===== src/hw/rtl/kci_pkg.sv =====
// Shared types and constants for the keyframe curve interpolator.
package kci_pkg;

    localparam int DEF_MAX_POINTS = 64;

    // Point memory word: {linear flag, y, x}
    localparam int RAM_W = 65;

    // Iterative divider operand widths
    localparam int DIV_NUM_W = 64;
    localparam int DIV_DEN_W = 35;

    // Configuration register indexes
    localparam int CFG_IDX_W = 2;
    localparam logic [CFG_IDX_W-1:0] CFG_POINTS_IN_USE = 2'd0;
    localparam logic [CFG_IDX_W-1:0] CFG_CLAMP_LOW     = 2'd1;
    localparam logic [CFG_IDX_W-1:0] CFG_CLAMP_HIGH    = 2'd2;

    // Operation codes
    localparam logic OP_WRITE = 1'b0;
    localparam logic OP_EVAL  = 1'b1;

    typedef struct packed {
        logic               operation;
        logic [5:0]         point_slot;
        logic signed [31:0] position;
        logic signed [31:0] level;
        logic               segment_linear;
    } t_in_item;

    typedef struct packed {
        logic signed [31:0] curve_value;
        logic               result_linear;
    } t_out_item;

    typedef struct packed {
        logic                        start;
        logic signed [DIV_NUM_W-1:0] num;
        logic signed [DIV_DEN_W-1:0] den;
    } t_div_req;

    typedef struct packed {
        logic                        done;
        logic signed [DIV_NUM_W-1:0] quo;
    } t_div_rsp;

endpackage


===== src/hw/rtl/kci_ram.sv =====
// Generic single-port-write, single-port-read RAM with registered read data.
module kci_ram #(
    parameter int WIDTH = kci_pkg::RAM_W,
    parameter int DEPTH = kci_pkg::DEF_MAX_POINTS
) (
    input  logic                     i_clk,
    input  logic                     i_we,
    input  logic [$clog2(DEPTH)-1:0] i_waddr,
    input  logic [WIDTH-1:0]         i_wdata,
    input  logic [$clog2(DEPTH)-1:0] i_raddr,
    output logic [WIDTH-1:0]         o_rdata
);
    logic [WIDTH-1:0] r_mem [DEPTH];
    logic [WIDTH-1:0] r_rdata;

    always_ff @(posedge i_clk) begin
        if (i_we) begin
            r_mem[i_waddr] <= i_wdata;
        end
        r_rdata <= r_mem[i_raddr];
    end

    assign o_rdata = r_rdata;
endmodule


===== config.mk =====
export PLATFORM = sky130hd
export DESIGN_NAME = kci_ram
export DESIGN_NICKNAME = d
export VERILOG_FILES = /design/src/hw/rtl/kci_pkg.sv /design/src/hw/rtl/kci_ram.sv
export SDC_FILE = /design/constraint.sdc
export NUM_CORES = 2
export LEC_CHECK = 0
export BUFFER_PORTS_ARGS = -buffer_cell sky130_fd_sc_hd__buf_2
export CAP_MARGIN = 20
export CORE_MARGIN = 1
export CORE_UTILIZATION = 50
export DETAILED_ROUTE_END_ITERATION = 6
export GPL_ROUTABILITY_DRIVEN = 0
export PLACE_DENSITY = 0.76
export SYNTH_ARGS = -nofsm -noshare
export SYNTH_HDL_FRONTEND = slang
export SYNTH_MEMORY_MAX_BITS = 65536
export SYNTH_SLANG_ARGS = --single-unit

===== constraint.sdc =====
create_clock -name i_clk -period 8.24 [get_ports i_clk]
set_input_delay 1.648 -clock i_clk [delete_from_list [all_inputs] [get_ports i_clk]]
set_output_delay 1.648 -clock i_clk [all_outputs]
set_load 0.01 [all_outputs]

* After elaboration in Yosys (flattened, before gate mapping)
Memory sizes are Yosys's and may differ from the RTL's. A register that Yosys moved wholly into a read port is not among the register bits. Cells that the tools add are included.
Word-level totals: bits in registers 0, memory bits (writable) 4160, input bits 79, output and inout port bits 65, logic and storage cells 3, memories 1
Operators by class: mux-type cells 2
Memory list:
- r_mem | depth 64, width 65, rd ports 1, clocked after memory_dff 1, write ports 1, line kci_ram.sv:13 | logic [WIDTH-1:0] r_mem [DEPTH];
Operators with widths (number):
- two-way mux 1 bit | 2

* Logic depth before layout (Yosys ltp)
depth in word-level cells 2, depth in mapped cells 9

* Worst setup path before layout
No wires, ideal clock.
path kind input -> register, start input i_waddr[3], end memory r_mem[48][0] (netlist name), enable pin, setup time 568 ps, arrival time 6587 ps, setup slack 1086 ps, cell stages on the path 4, path buffers 1, cell sequence clkbuf_1 > nor2b_1 > nand4b_1 > nor3_1
RTL lines:
- start, declared | line kci_ram.sv:8 | input logic [$clog2(DEPTH)-1:0] i_waddr,
- end, declared | line kci_ram.sv:13
No word-level cell before the write port.

* Final worst setup path
start input i_we, end memory r_mem[38][5] (netlist name), enable pin
On the way: word-level cells in the longest chain between the ends 2
Ends and longest elaborated chain:
- start, declared | line kci_ram.sv:7 | input logic i_we,
- two-way mux 1 bit | line kci_ram.sv:17 | if (i_we) begin
- two-way mux 1 bit (implied by the code) | line kci_ram.sv:18 | r_mem[i_waddr] <= i_wdata;
Every way passes these cells.

==> impl_metrics.csv <==
group,metric,value,unit
drt,ant_nets,0,
final_layout,area_growth,12.4,%
logic_synthesis,postSynth.asyncResetShare,0,%
drt,drc_errors,0,
pwr,p_per_area,248,nW/um^2
job,maxCapViolations,0,
clocking,htreeDepth,5,
logic_synthesis,synth-edff-count,4160,
sta,post-route-period-util,50.8,%
sta,setup_violations,0,
final_layout,layout.area.seq,126000,sq um
final_layout,nFillCells,21600,
final_layout,multi_input_area,30800,sq um
worst_setup_path,rr_worst_depth,4,
logic_synthesis,synth.avg_cell_area,24.0,sq um
worst_setup_path,path_class,"in -> reg",
grt,track_usage,27.4,%
floorplan,die-width,565,um
floorplan,io_pins,144,
sta,slew_violations,0,
final_layout,drive_gt1_share,28.1,%
hold_path,hold_path_class,"reg -> reg",
worst_setup_path,arrival,4710,ps
worst_setup_path,reg2reg_to,"o_rdata[29]",
sta,maxSlewHeadroom,15.9,%
drt,vias,79800,
logic_synthesis,synth_fp_nets,6685,
drt,drt_iter0_drc,14100,
logic_synthesis,yosysUniqueCellTypes,27,
clocking,postCtsHoldBufs,0,
place,portBuffers,143,
floorplan,start_util,50.3,%
pwr,ir_drop,0.219,mV
floorplan,core_region_area,315000,sq um
run_status,status,"finished clean",
logic_synthesis,ys_seq_area_share,79.7,%
pwr,finalPower,44100,uW
worst_setup_path,rrSetupSlack,6230,ps
worst_setup_path,worstPathRequired,8760,ps
sta,worst_slew_pin_slew,1260,ps
clocking,clockBufferDepth,4,
clocking,cts.sinks,4225,
logic_synthesis,netlist_area,158000,sq um
floorplan,num_rows,206,
logic_synthesis,synth-seq-cells,4225,
sta,tns,0,ps
worst_setup_path,worst_setup_path_start_kind,"input pin",
sta,rsz0062_at_grt,"false",
clocking,cts_tree,"yes",
clocking,cts_setup_buffers,0,
grt,gr-total-overflow,0,
clocking,ctsRootBufferMaster,"clkbuf_16",
clocking,cts-buffers-inserted,398,
logic_synthesis,syn_inst,6606,
grt,grt_max_degree,149,
drt,viasPerCell,6.95,
worst_setup_path,rr_startpoint,"r_mem[7][29]",
sta,max_freq,239,MHz
logic_synthesis,ys_warn_count,0,
place,dp_hpwl,216000,um
floorplan,die_h,565,um
logic_synthesis,ys.flop_type,"edfxtp_1",
sta,clock_skew,37.5,ps
final_layout,final_util,56.5,%
drt,drt-total-wl,441000,um
sta,layout_min_cycle_time,4180,ps
worst_setup_path,crit_end,"r_mem[38][5]",
drt,routedWlPerCell,38.4,um
clocking,clk_pin_slew_worst_paths,60,ps
grt,grt_antenna_before_repair,33,
sta,hold_violations,0,
pwr,p_leak,0.0551,uW
worst_setup_path,crit_path_end_kind,"flip-flop",
grt,grt_pass1_vias,78900,
clocking,cts_resized,0,
clocking,clk-insertion-delay-late,930,ps
drt,dr.pass1.iters,7,
worst_setup_path,path_max_fanout,35,
worst_setup_path,crit_start,"i_we",
floorplan,dieArea,319000,sq um
final_layout,nNetsFinal,7055,
grt,grt_pass1_wl,606000,um
[registers in the layout, indices dropped and copies added, names as in the netlist]
signal / count
o_rdata: 65
r_mem: 4160
[where the power goes]
group	leakage, uW	switching [uW]	internal [uW]
clock	0.00631	7950	10300
sequential	0.0380	111	23800
combinational	0.0108	1290	729
[through the flow]
stage	setup WS [ps]	hold WS, ps	cell area [sq um]	instances
5_1_grt	4160	843	178000	11500
3_3_place_gp	3350	801	165000	10700
3_5_place_dp	3290	808	165000	10700
6_report	4060	829	178000	11500
4_1_cts	4250	819	178000	11400
2_1_floorplan	1090	780	158000	6606
[cell families (layout without fill, tap and decap cells)]
logic type | after synthesis | after routing | share of synthesized area (%)
compound gates | 566 | 566 | 2.72
buf+inv | 377 | 1075 | 1.20
flops | 4225 | 4225 | 79.7
mux | 1143 | 1143 | 15.4
other cells | 0 | 21 | 0
simple gates | 295 | 295 | 0.911
[synth_stat cells, drive strengths merged (3+ instances only)]
cell       n  area share [%]
a211oi    65            0.31
a22oi    260             1.2
and2       3           0.012
buf      257            0.92
clkbuf   120            0.28
dfxtp     65            0.82
edfxtp  4160              79
mux2i    103            0.65
mux4    1040              15
nand2      8           0.019
nand2b     9           0.036
nand3    115            0.36
nand3b    25            0.12
nor2     112            0.27
nor2b      9           0.036
o211a     65            0.41
o221ai    46            0.25
o22ai    130            0.51
or3        3           0.012
or3b       4           0.022
[worst min path at each step]
stage               slack, ps           from          end  cells after the start
global route              840   r_mem[6][23]  o_rdata[23]                      4
CTS                       820   r_mem[6][23]  o_rdata[23]                      4
finish                    830   r_mem[6][23]  o_rdata[23]                      4
detailed placement        810   r_mem[6][23]  o_rdata[23]                      4
floorplan                 780  r_mem[46][54]  o_rdata[54]                      4
global placement          800  r_mem[44][54]  o_rdata[54]                      4
[critical path, stage by stage]
cell and delay, ps:
buf_2 250, nor2b_1 410, nand3_1 640, nor2_4 770, buf_4 920
[cell usage in the layout (no fill, tap or decap), drive strengths merged]
cell      count
a211oi       65
a22oi       260
and2          3
buf         347
bufinv       33
clkbuf      517
clkinv      154
clkinvlp      9
dfxtp        65
diode        21
edfxtp     4160
inv          15
mux2i       103
mux4       1040
nand2         8
nand2b        9
nand3       115
nand3b       25
nand4         2
nand4b        1
nor2        112
nor2b         9
nor3          2
o211a        65
o221ai       46
o22ai       130
or2           2
or3           3
or3b          4
[final cells by class]
cell class | instances | share of cell area (%)
clock buffer | 517 | 6.04
sequential | 4225 | 70.9
antenna | 21 | 0.0295
timing repair buffer | 347 | 1.57
clock inverter | 211 | 1.19
tap | 4160 | 2.93
multi-input combinational | 2004 | 17.3
[routing by layer]
layer | up-vias | GRT usage [%] | share of wire (%)
met1 | 41800 | 36.2 | 34
met3 | 1286 | 8.15 | 15
met2 | 7272 | 42.4 | 47
met5 | - | 0 | 0.022
met4 | 14 | 12.7 | 5.0
li1 | 29500 | - | -
(Power assumes the default switching activity.)
