--- config.mk ---
export PLATFORM = sky130hd
export DESIGN_NAME = kci_div
export DESIGN_NICKNAME = d
export VERILOG_FILES = /design/src/hw/rtl/kci_pkg.sv /design/src/hw/rtl/kci_div.sv
export SDC_FILE = /design/constraint.sdc
export NUM_CORES = 1
export LEC_CHECK = 0
export BUFFER_PORTS_ARGS = -buffer_cell sky130_fd_sc_hd__buf_4
export CORE_ASPECT_RATIO = 0.75
export CORE_MARGIN = 2
export CORE_UTILIZATION = 55
export DETAILED_ROUTE_END_ITERATION = 8
export PLACE_DENSITY = 0.83
export SKIP_CTS_REPAIR_TIMING = 1
export SLEW_MARGIN = 30
export SYNTH_ARGS = -nofsm -noshare
export SYNTH_HDL_FRONTEND = slang
export SYNTH_SLANG_ARGS = --single-unit
--- constraint.sdc ---
create_clock -name i_clk -period 6.1 [get_ports i_clk]
set_input_delay 1.83 -clock i_clk [delete_from_list [all_inputs] [get_ports i_clk]]
set_output_delay 1.83 -clock i_clk [all_outputs]
set_load 0.02 [all_outputs]
--- src/hw/rtl/kci_pkg.sv ---
// Shared types and constants for the keyframe curve interpolator.
package kci_pkg;

    localparam int DEF_MAX_POINTS = 64;

    // Point memory word: {linear flag, y, x}
    localparam int RAM_W = 65;

    // Iterative divider operand widths
    localparam int DIV_NUM_W = 64;
    localparam int DIV_DEN_W = 35;

    // Configuration register indexes
    localparam int CFG_IDX_W = 2;
    localparam logic [CFG_IDX_W-1:0] CFG_POINTS_IN_USE = 2'd0;
    localparam logic [CFG_IDX_W-1:0] CFG_CLAMP_LOW     = 2'd1;
    localparam logic [CFG_IDX_W-1:0] CFG_CLAMP_HIGH    = 2'd2;

    // Operation codes
    localparam logic OP_WRITE = 1'b0;
    localparam logic OP_EVAL  = 1'b1;

    typedef struct packed {
        logic               operation;
        logic [5:0]         point_slot;
        logic signed [31:0] position;
        logic signed [31:0] level;
        logic               segment_linear;
    } t_in_item;

    typedef struct packed {
        logic signed [31:0] curve_value;
        logic               result_linear;
    } t_out_item;

    typedef struct packed {
        logic                        start;
        logic signed [DIV_NUM_W-1:0] num;
        logic signed [DIV_DEN_W-1:0] den;
    } t_div_req;

    typedef struct packed {
        logic                        done;
        logic signed [DIV_NUM_W-1:0] quo;
    } t_div_rsp;

endpackage

--- src/hw/rtl/kci_div.sv ---
// Iterative signed divider, one quotient bit per cycle, truncating toward zero.
module kci_div (
    input  logic              i_clk,
    input  logic              i_rst_n,
    input  kci_pkg::t_div_req i_req,
    output kci_pkg::t_div_rsp o_rsp
);
    import kci_pkg::*;

    localparam int CNT_W = $clog2(DIV_NUM_W + 1);

    logic                 r_busy;
    logic                 r_done;
    logic                 r_neg;
    logic [CNT_W-1:0]     r_cnt;
    logic [DIV_NUM_W-1:0] r_quo;
    logic [DIV_DEN_W-1:0] r_dmag;
    logic [DIV_DEN_W-1:0] r_rem;

    logic [DIV_NUM_W-1:0] num_mag;
    logic [DIV_DEN_W-1:0] den_mag;
    logic [DIV_DEN_W:0]   trial;
    logic [DIV_DEN_W:0]   diff;
    logic                 fits;

    always_comb begin
        num_mag = i_req.num[DIV_NUM_W-1] ? DIV_NUM_W'(-i_req.num) : DIV_NUM_W'(i_req.num);
        den_mag = i_req.den[DIV_DEN_W-1] ? DIV_DEN_W'(-i_req.den) : DIV_DEN_W'(i_req.den);
        trial   = {r_rem, r_quo[DIV_NUM_W-1]};
        diff    = trial - {1'b0, r_dmag};
        fits    = (trial >= {1'b0, r_dmag});
    end

    always_ff @(posedge i_clk) begin
        if (!i_rst_n) begin
            r_busy <= 1'b0;
            r_done <= 1'b0;
        end else begin
            r_done <= 1'b0;
            if (i_req.start) begin
                r_busy <= 1'b1;
                r_cnt  <= CNT_W'(DIV_NUM_W);
                r_quo  <= num_mag;
                r_dmag <= den_mag;
                r_rem  <= '0;
                r_neg  <= i_req.num[DIV_NUM_W-1] ^ i_req.den[DIV_DEN_W-1];
            end else if (r_busy) begin
                r_rem <= fits ? diff[DIV_DEN_W-1:0] : trial[DIV_DEN_W-1:0];
                r_quo <= {r_quo[DIV_NUM_W-2:0], fits};
                r_cnt <= r_cnt - CNT_W'(1);
                if (r_cnt == CNT_W'(1)) begin
                    r_busy <= 1'b0;
                    r_done <= 1'b1;
                end
            end
        end
    end

    assign o_rsp.done = r_done;
    assign o_rsp.quo  = r_neg ? -$signed(r_quo) : $signed(r_quo);
endmodule

After elaboration in Yosys (flattened, before gate mapping). Cells that the tools add are included.

Register bits after elaboration: 144. Latch bits: 0. RAM bits: 0. Bits in read-only memories: 0. Bits of input ports: 102. Output and inout port bits: 65. Logic and storage cells: 34. Memories kept: 0.

Add/subtract/negate cells: 5. Multiply operators: 0. Divide/modulo/power cells: 0. Order comparisons: 1. Equality and inequality tests: 1. Shift operators: 0. Multiplexer cells: 12. Bitwise logic cells: 3. Reductions and logical operators: 4.

Operators with widths (count): 64-bit two-way mux (4); 64-bit negation (2); 35-bit two-way mux (2); 36-bit by 35-bit >= comparator with 1-bit output (1); 35-bit negation (1); 35-bit subtractor (1); 34-bit two-way mux (1); 7-bit by 1-bit equality test with 1-bit output, second input constant (1); 7-bit two-way mux (1); 7-bit by 1-bit subtractor with 7-bit output, second input constant (1); 1-bit two-way mux (4); 2-bit AND reduction (2); 3-bit OR reduction (1); 1-bit NOT (2); 2-bit nonzero test (1); 1-bit XOR (1).

Depth between registers and ports, before layout.
Word-level depth: 4. Depth in mapped cells: 13. Gate-level depth less buffers: 12.

Least setup slack after synthesis. OpenSTA, ideal clock, no wires.

Kind: input to register. Start: in i_req[99] in the netlist's numbering. End: reg r_cnt[0], enable pin. Library setup time: 0.474 ns. Data arrival time: 4.860 ns. Required time: 5.626 ns. Setup slack: 0.766 ns. Stages on the path: 3. Buffers on the path: 2. Cells stage by stage: clkbuf_1 buf_1 o21a_1.

Word-level cells in the longest chain between the ends: 2.

Ends and longest elaborated chain: start, declared (line kci_div.sv:5) `input kci_pkg::t_div_req i_req,`; 2-bit nonzero test (no line); 2-bit AND reduction (no line); end signal, assigned (line kci_div.sv:42) `r_cnt <= CNT_W'(DIV_NUM_W);`; end signal, assigned (line kci_div.sv:50) `r_cnt <= r_cnt - CNT_W'(1);`; end, declared (line kci_div.sv:15) `logic [CNT_W-1:0] r_cnt;`.

No other way between the ends. A chain may end at the register's enable or synchronous reset.

==> results.cfg <==
[timing]
tns_ns = 0
setup_violations = 0
worst_pin_slew_ns = 0.919
drv_slew = 0
hold_ws_ns = 0.483
hold_viol_final = 0
period_share = 0.946
max_freq_mhz = 173
skew_ns = 0.0145
maxSlewHeadroom = 0.371
fin_crit_ns = 5.77
grt_setup_unrepaired = false

[grt]
grt-ovfl-total = 0
antenna_found_initial = 0
grt_max_degree = 86
grt_pass1_wl_um = 45200
grt_pass1_vias = 8784
grt_use_total = 0.266

[route]
initialDrtViolationCount = 1279
avgRoutedWirePerCell_um = 17.7
vias_per_cell = 6.01
vias = 9818
ant_nets = 0
wl_um = 28900
drc = 0
drtPass1Iterations = 5

[placement]
routabilityCongestion = 0.943
portBuffers = 166
dp_hpwl_um = 21500

[logic_synthesis]
ys.flop_type = edfxtp_1
synth_largest_area_cell = edfxtp_1
yosys_warnings = 0
syn_avg_cell_area_um2 = 9.09
synthArstFlopShare = 0
synth.area.top_cells = edfxtp_1 (38%), xnor2_1 (9.0%), xor2_1 (5.8%), a21oi_1 (5.3%), nor2_1 (4.6%)
yosysUniqueCellTypes = 63
netlist_area_um2 = 11100
synthCells = 1225
ys_seq_area_frac = 0.387
synth_top_area_frac = 0.383
synth_edf_count = 142
syn-num-nets = 1368
ys_seq_elements = 144

[clocking]
clk_pin_slew_ns = 0.06
clock_path_buffers = 2
cts_tree = done
htreeDepth = 4
cts-root-buf = clkbuf_16
cts.sinks = 144
clock_latency_ns = 0.43
cts_buffers = 17

[setup_path]
slowest_delay_ns = 0.60
worstPathMaxFanout = 6
critical_path_required_ns = 4.27
worst_setup_path_end_kind = output port
cp-start-kind = flop
path_class = reg -> out
arrival_ns = 3.94
cp_slowest_cell = or4_1
path_cells = or4_1 > nor4_1 > nand2_1 > nor2_1 > nand3_1 > or2_1 > o41ai_4 > xnor2_1 > buf_4

[floorplanning]
die_area_um2 = 21400
dieHeight_um = 127
ios = 167
core-area_um2 = 20000
start_util = 0.555
die_width_um = 168
rows = 45

[final_layout]
seq_area_um2 = 4300
layout_common_cells = buf_4 (173), edfxtp_1 (142), nor2_1 (137)
fill_cells = 1632
antennaDiodeCount = 0
final_nets = 1506
multi_input_area_um2 = 6400
area_growth_pct = 17.7
layout_commonest_cell = buf_4
drive_gt1_frac = 0.172

[run]
cap_violations = 0

[pwr]
power_density_nw_per_um2 = 253
finalPower_uw = 3320
power.leakage_uw = 0.00500
ir_drop_v = 0.000202

[outcome]
status = complete, no violations

[min_path]
hp-class = reg -> reg
[report_power, final]
part | internal, uW | switching, uW
sequential | 1200 | 67.4
clock | 570 | 435
combinational | 439 | 601
[cells in the mapped netlist (all sizes together) (15+ instances only)]
master  count
nor2      137
nand2b     15
xor2       74
inv        55
o31ai      41
or3        31
o21ai      75
edfxtp    142
a21oi     117
clkbuf     42
a21o       17
nor3       19
nand3      23
mux2       19
o41ai      23
xnor2     114
ha         40
nand2      98
or4        23
[worst paths after layout]
kind,startpoint,endpoint,slack [ns],cells after the start
max,r_quo[9]$_DFFE_PP_,o_rsp[55],0.33,9
min,r_busy$_SDFF_PN0_,r_done$_SDFF_PP0_,0.48,2
max reg2reg,r_quo[63]$_DFFE_PP_,r_rem[20]$_SDFFCE_PP0P_,1.78,13
min reg2reg,r_busy$_SDFF_PN0_,r_done$_SDFF_PP0_,0.48,2
[state kept, by name, indices dropped and copies added (netlist names)]
name    count
r_quo      64
r_dmag     35
r_rem      35
r_cnt       7
r_busy      1
r_done      1
r_neg       1
[routing by layer]
layer | GRT usage | vias to the layer above | part of all wire
met1 | 0.402 | 4570 | 0.47
met3 | 0.0527 | 35 | 0.089
li1 | - | 4745 | -
met2 | 0.395 | 468 | 0.43
met4 | 0.0603 | 0 | 0.013
met5 | 0 | - | 0
[cells by family after synthesis]
logic type | after synthesis | share of synthesized area
buf+inv | 109 | 0.0386
fa+ha+maj | 41 | 0.0468
mux | 31 | 0.0300
compound gates | 316 | 0.178
simple gates | 396 | 0.172
flops | 144 | 0.387
xor+xnor | 188 | 0.148
[area by class of cell]
type,instances,area share
Multi-Input combinational cell,972,0.489
Tap cell,258,0.0246
Timing Repair Buffer,173,0.0992
Inverter,55,0.0158
Sequential cell,144,0.329
Clock inverter,13,0.00974
Clock buffer,19,0.0331
[worst max-delay path, delay by kind of cell (launching register included)]
| kind | cells | cell delay [ns] |
|---|---|---|
| buffers and inverters | 1 | 0.17 |
| xor gates and xnor gates | 1 | 0.16 |
| DFF | 1 | 0.44 |
| and+or+nand+nor | 6 | 2.46 |
| AOI/OAI and AO/OA | 1 | 0.29 |
[through the flow]
step | util | setup WS, ns | cells | instance area, um2
finish | 0.653 | 0.329 | 1634 | 13100
detailed placement | 0.625 | 0.864 | 1602 | 12500
global route | 0.653 | 0.0462 | 1634 | 13100
global placement | 0.625 | 1.03 | 1602 | 12500
floorplan | - | 0.766 | 1225 | 11100
CTS | 0.653 | 0.395 | 1634 | 13100
(Power assumes the default switching activity.)
